File: src/rtl/dsi_pkg.sv
// ---------------------------------------------------------------------------
// dsi_pkg
// Shared types and constants of the DVB-T symbol interleaver.
// ---------------------------------------------------------------------------
package dsi_pkg;

    // register indexes on the configuration port
    localparam logic [1:0] IDX_MODE      = 2'd0;
    localparam logic [1:0] IDX_DIRECTION = 2'd1;
    localparam logic [1:0] IDX_FRAME     = 2'd2;

    // position of the last payload cell in a symbol
    localparam logic [12:0] LAST_POS_2K = 13'd1511;
    localparam logic [12:0] LAST_POS_8K = 13'd6047;

    // payload length, upper bound for accepted permutation values
    localparam logic [12:0] PAYLOAD_2K = 13'd1512;
    localparam logic [12:0] PAYLOAD_8K = 13'd6048;

    // reset values of the registers
    localparam logic       MODE_RESET      = 1'b0;
    localparam logic       DIRECTION_RESET = 1'b1;
    localparam logic [6:0] FRAME_RESET     = 7'd68;

    // depth of the output queue
    localparam int FIFO_DEPTH = 4;

    // one accepted item on its way to the cell store
    typedef struct packed {
        logic [7:0]  cell_data;
        logic [12:0] pos;
        logic        wr_scatter;
        logic        rd_scatter;
        logic        bank;
        logic        emit;
        logic        last;
        logic [6:0]  sym;
    } stage_t;

    // status that travels alongside the store read data
    typedef struct packed {
        logic       emit;
        logic       last;
        logic [6:0] sym;
    } status_t;

    // one result item in the output queue
    typedef struct packed {
        logic [7:0] cell_data;
        logic       last;
        logic [6:0] sym;
    } out_item_t;

endpackage

File: src/rtl/dsi_out_fifo.sv
// ---------------------------------------------------------------------------
// dsi_out_fifo
// Small output queue that decouples the store pipeline from the result
// channel.
// ---------------------------------------------------------------------------
module dsi_out_fifo (
    input  logic                                    aclk,
    input  logic                                    aresetn,
    input  logic                                    push,
    input  dsi_pkg::out_item_t                      push_item,
    input  logic                                    pop,
    output logic                                    out_valid,
    output dsi_pkg::out_item_t                      out_item,
    output logic [$clog2(dsi_pkg::FIFO_DEPTH+1)-1:0] count
);

    localparam int PW = $clog2(dsi_pkg::FIFO_DEPTH);
    localparam int CW = $clog2(dsi_pkg::FIFO_DEPTH + 1);

    dsi_pkg::out_item_t slot_reg [dsi_pkg::FIFO_DEPTH];

    logic [PW-1:0] wr_ptr_reg;
    logic [PW-1:0] rd_ptr_reg;
    logic [CW-1:0] count_reg;
    logic [CW-1:0] count_next;
    logic          do_pop;

    assign do_pop = pop && (count_reg != '0);

    always_comb begin
        count_next = count_reg;
        if (push && !do_pop) begin
            count_next = count_reg + CW'(1);
        end else if (!push && do_pop) begin
            count_next = count_reg - CW'(1);
        end
    end

    // pointers and fill level
    always_ff @(posedge aclk) begin
        if (!aresetn) begin
            wr_ptr_reg <= '0;
            rd_ptr_reg <= '0;
            count_reg  <= '0;
        end else begin
            if (push) begin
                wr_ptr_reg <= wr_ptr_reg + PW'(1);
            end
            if (do_pop) begin
                rd_ptr_reg <= rd_ptr_reg + PW'(1);
            end
            count_reg <= count_next;
        end
    end

    // queue slots
    always_ff @(posedge aclk) begin
        if (push) begin
            slot_reg[wr_ptr_reg] <= push_item;
        end
    end

    assign out_valid = count_reg != '0;
    assign out_item  = slot_reg[rd_ptr_reg];
    assign count     = count_reg;

endmodule

File: config.mk
export PLATFORM = sky130hd
export DESIGN_NAME = dsi_out_fifo
export DESIGN_NICKNAME = d
export VERILOG_FILES = /design/src/rtl/dsi_pkg.sv /design/src/rtl/dsi_out_fifo.sv
export SDC_FILE = /design/constraint.sdc
export NUM_CORES = 1
export LEC_CHECK = 0
export CAP_MARGIN = 10
export CORE_MARGIN = 8
export CORE_UTILIZATION = 52
export CTS_BUF_LIST = sky130_fd_sc_hd__clkbuf_8
export DETAILED_ROUTE_END_ITERATION = 8
export DONT_BUFFER_PORTS = 1
export PLACE_DENSITY = 0.66
export SLEW_MARGIN = 20
export SYNTH_ARGS = -nofsm -noshare
export SYNTH_HDL_FRONTEND = slang
export SYNTH_SLANG_ARGS = --single-unit
File: constraint.sdc
create_clock -name aclk -period 2.11 [get_ports aclk]
set_input_delay 0.633 -clock aclk [delete_from_list [all_inputs] [get_ports aclk]]
set_output_delay 0.633 -clock aclk [all_outputs]
set_load 0.02 [all_outputs]
**Yosys cells after proc, flatten, opt, wreduce, memory -nomap -nowiden**

Memories as Yosys holds them, arrays and structs flattened. A register that Yosys moved wholly into a read port is not among the register bits.
Cells that the tools add are included.

- $add $sub $neg: 4
- Multiplexer cells: 6
- Reductions and logical operators: 7

Operators by type and width:

| operator | count |
|---|---|
| two-way mux 3 bit | 2 |
| adder 2 x 1 -> 2 bit, second input constant | 2 |
| two-way mux 2 bit | 2 |
| adder 3 x 1 -> 3 bit, second input constant | 1 |
| logical AND 1 bit | 3 |
| nonzero test 3 bit | 1 |
| subtractor 3 x 1 -> 3 bit, second input constant | 1 |
| zero test 1 bit | 2 |
| two-way mux 1 bit | 2 |
| nonzero test 2 bit | 1 |

- Memories kept: 1
- Logic and storage cells: 21
- Input port bits: 20
- Memory bits (writable): 64
- Bits in registers: 7

Memories:

| memory | words | bits a word | read ports | clocked after Yosys merged registers in | wr ports | RTL line | source |
|---|---|---|---|---|---|---|---|
| slot_reg | 4 | 16 | 1 | 1 | 1 | dsi_out_fifo.sv:20 | `dsi_pkg::out_item_t slot_reg [dsi_pkg::FIFO_DEPTH];` |

**Logic depth before layout (Yosys ltp)**

- Depth in word-level cells: 5
- Gate-level depth with buffers: 7
- Gate-level depth less buffers: 7

**Least setup slack after synthesis**

No wires, ideal clock.

- Kind: reg-to-reg
- Start point: reg count_reg[1], in the netlist count[1]
- End point: reg count_reg[2], in the netlist count[2]
- Arrival: 1.925 ns
- Setup time: 0.076 ns
- Path slack: 0.109 ns
- Stages on the path, launching flop included: 8
- Data required time: 2.034 ns
- Cells stage by stage: dfxtp_1 o31ai_4 ha_1 inv_1 fa_1 xor2_1 or3_1 a21boi_0

- Cells in the longest elaborated chain, start to end: 5

Ends and longest elaborated chain:

| item | RTL line | source |
|---|---|---|
| from (decl) | dsi_out_fifo.sv:24 | `logic [CW-1:0] count_reg;` |
| from (signal assigned) | dsi_out_fifo.sv:52 | `count_reg <= count_next;` |
| branches (longest 5 deep; another with subtractor 3 x 1 -> 3 bit) | n/a |  |

Several ways; the timed one is not identified. The select of a mux whose other input is x is not followed.
A chain may end at the register's enable or synchronous reset.

==> impl_metrics.json <==
{
  "status": "completed",
  "fill_cells": 375,
  "drt_wl_total_microns": 4576,
  "reg2reg_depth": 7,
  "use_met3_pct": 4.641,
  "gp_congestion": 0.6578,
  "power_mw": 3.726,
  "synth_commonest_cells": "64 x edfxtp_1, 10 x mux4_2, 9 x and2_1, 9 x dfxtp_1, 6 x mux4_1",
  "worstPathRequired_ns": 1.48,
  "ys_warn_count": 0,
  "drv_cap": 0,
  "grt_pass1_wl_microns": 7044,
  "die-area_sq_mm": 0.008025,
  "critPathKind": "reg -> out",
  "cts_tree": "yes",
  "min_path_type": "in -> reg",
  "synth.largest_area_cell": "edfxtp_1",
  "power_frac_clock_pct": 26.7,
  "hold_start": "push_item[2]",
  "p_switching_mw": 1.058,
  "hpwl_microns": 2983,
  "finalSetupViolations": 0,
  "synth-seq-area-share_pct": 74.67,
  "row_count": 26,
  "drtIter0Drc": 114,
  "nets": 169,
  "num_vias": 1177,
  "worst_slew_pin_slew_ns": 0.2788,
  "portBuffers": 0,
  "start_util_pct": 54.43,
  "hold_viol_final": 0,
  "p_leak_nw": 1.021,
  "combinationalPowerShare_pct": 26.1,
  "viasPerCell": 5.399,
  "cp_max_fo": 8,
  "wl_per_cell_microns": 20.99,
  "drive_above_1_share_pct": 29.73,
  "finalCritPeriodShare_pct": 99.35,
  "end_kind": "output port",
  "clk_latency_ns": 0.33,
  "netSwitchingFraction_pct": 28.39,
  "grt_busiest_layer": "met2",
  "holdWs_ns": 0.3931,
  "ff2ff_setup_slack_ns": 0.08,
  "share_seq_of_total_power_pct": 47.2,
  "met2_usage_pct": 21.06,
  "die_h_microns": 89.58,
  "clk_pin_slew_ns": 0.07,
  "yosysUniqueCellTypes": 20,
  "hold_depth": 0,
  "intPower_mw": 2.669,
  "grt_start_max_net_pins": 17,
  "synth_area_sq_mm": 0.002815,
  "cts_hold_buf": 0,
  "cts.root.buffer_cell": "clkbuf_8",
  "arrival_ns": 1.46,
  "critPathMaxStageDelay_ns": 0.59,
  "p_per_area_mw_per_mm2": 1186,
  "area_delta_synth_final_pct": 11.60,
  "route.detailed.drc": 0,
  "synth_area_leaders": "edfxtp_1 68%, mux4_2 8.0%, dfxtp_1 6.4%, mux4_1 5.6%, ha_1 2.2%",
  "hold_path_end": "slot_reg[3][2]$_DFFE_PP_",
  "synth_nets": 152,
  "clkSinkCount": 73,
  "slew_violations": 0,
  "antenna_found_initial": 0,
  "grt_setup_unrepaired": "true",
  "core_area_sq_mm": 0.005172,
  "ys.flop_type": "edfxtp_1",
  "cts_max_path_buffers": 2,
  "synth_edf_count": 64,
  "dr.pass1.iters": 4,
  "path_cells": "buf_12, mux4_2",
  "fin_crit_ns": 2.096,
  "grt_overflow": 0,
  "synth.most_common_cell": "edfxtp_1",
  "reg2reg_from": "count[1]$_SDFFE_PN0P_",
  "crit_slowest_cell": "mux4_2",
  "synth-async-reset-ratio_pct": 0,
  "cts_buffers": 9,
  "ys_ff_latch": 73,
  "largest_reg_flops": 64,
  "grt_usage_pct": 12.84,
  "slew_headroom_pct": 81.22,
  "h-tree-depth": 3,
  "grtUsageMet1_pct": 13.98,
  "fmax_mhz": 477.0,
  "worst_clock_skew_ns": 0.006209,
  "grt_pass1_vias": 1294,
  "regToRegEndpoint": "count[2]$_SDFFE_PN0P_",
  "syn_inst": 126,
  "synth_top_area_share_pct": 68.27,
  "io_pins": 40,
  "cp-start-kind": "flop",
  "die_x_microns": 89.58,
  "drtAntennaViolNets": 0,
  "antenna_cells": 0,
  "postSynthAreaPerCell_sq_um": 22.34,
  "peakVddDrop_mv": 0.7586,
  "fin_util_pct": 60.74
}
-- worst max-delay path: cells and delay by family, from the launching register on --
family / cells / cell delay, ns
buffers and inverters: 1 / 0.15
muxes: 1 / 0.59
DFF: 1 / 0.39
-- timing repair --
item                       CTS  global route
gates resized for setup     10             2
setup endpoints to repair   17            17
buffers inserted             0             0
pin swaps                    0             1
gates cloned                 1             0
-- worst max-delay path by stage --
stage	from	end	slack (ns)	depth (start not counted)
2_1_floorplan	count[1]$_SDFFE_PN0P_	count[2]$_SDFFE_PN0P_	0.11	7
3_3_place_gp	pop	count[2]$_SDFFE_PN0P_	0.14	7
3_5_place_dp	pop	count[2]$_SDFFE_PN0P_	-0.10	7
4_1_cts	flop	out_item[3]	-0.01	2
5_1_grt	flop	out_item[13]	-0.03	2
6_report	flop	out_item[13]	0.01	2
-- cells by family (layout without fill, tap and decap cells) --
kind of cell,count (synthesis),count (layout),share of synthesized area [%]
AND/OR/NAND/NOR,13,13,2.889
AO/OA/AOI/OAI,4,4,1.778
adder cells (fa/ha/maj),6,6,2.933
XOR/XNOR,5,5,1.556
multiplexers,18,18,14.31
buffers and inverters,7,29,1.867
flip-flops,73,73,74.67
-- power by group through the flow --
stage / clock [mW] / sequential [mW] / combinational [mW]
floorplan: 0 / 1.80 / 0.726
global placement: 0 / 1.76 / 0.889
detailed placement: 0 / 1.77 / 0.914
CTS: 1.02 / 1.76 / 0.992
global route: 1.10 / 1.77 / 1.04
finish: 0.995 / 1.76 / 0.971
-- layout make-up --
class / instances / area, sq um / area share (%)
multi-input combinational: 46 / 644.4 / 20.51
clock buffer: 9 / 123.9 / 3.943
tap: 70 / 87.58 / 2.788
inverter: 3 / 11.26 / 0.3584
sequential: 73 / 2106 / 67.03
clock inverter: 7 / 61.31 / 1.951
timing repair buffer: 10 / 107.6 / 3.425
-- cell usage in the layout, fill, tap and decap left out --
master      synthesis  layout
a21boi_2            0       1
and2_1              9       9
buf_12              1       1
buf_16              0       1
buf_4               0       8
bufinv_16           0       1
clkbuf_8            0       9
clkinv_1            0       3
clkinv_2            0       1
clkinvlp_4          0       2
dfxtp_1             9       8
dfxtp_4             0       1
edfxtp_1           64      64
fa_1                1       1
ha_1                5       4
ha_2                0       1
inv_1               3       3
mux2i_1             2       2
mux4_2             10      16
nor2b_1             2       2
o21ai_0             1       1
o311ai_2            1       1
o31ai_4             1       1
or3_1               2       2
xnor2_1             3       3
xor2_1              2       2
-- per-stage QoR --
| stage | TNS, ns | area [sq um] | instances | setup slack, ns |
|---|---|---|---|---|
| 2_1_floorplan | 0 | 2815 | 126 | 0.1095 |
| 3_3_place_gp | 0 | 2942 | 201 | 0.1388 |
| 3_5_place_dp | -0.1028 | 2942 | 201 | -0.1028 |
| 4_1_cts | -0.06848 | 3136 | 218 | -0.01443 |
| 5_1_grt | -0.3493 | 3142 | 218 | -0.02881 |
| 6_report | 0 | 3142 | 218 | 0.01365 |
-- metal layers --
metal / vias up / wire length (microns)
li1: 538 / -
met1: 602 / 1771
met2: 31 / 2414
met3: 6 / 336
met4: 0 / 53
met5: - / 0
Note: power is estimated with default switching activity, not from simulation.
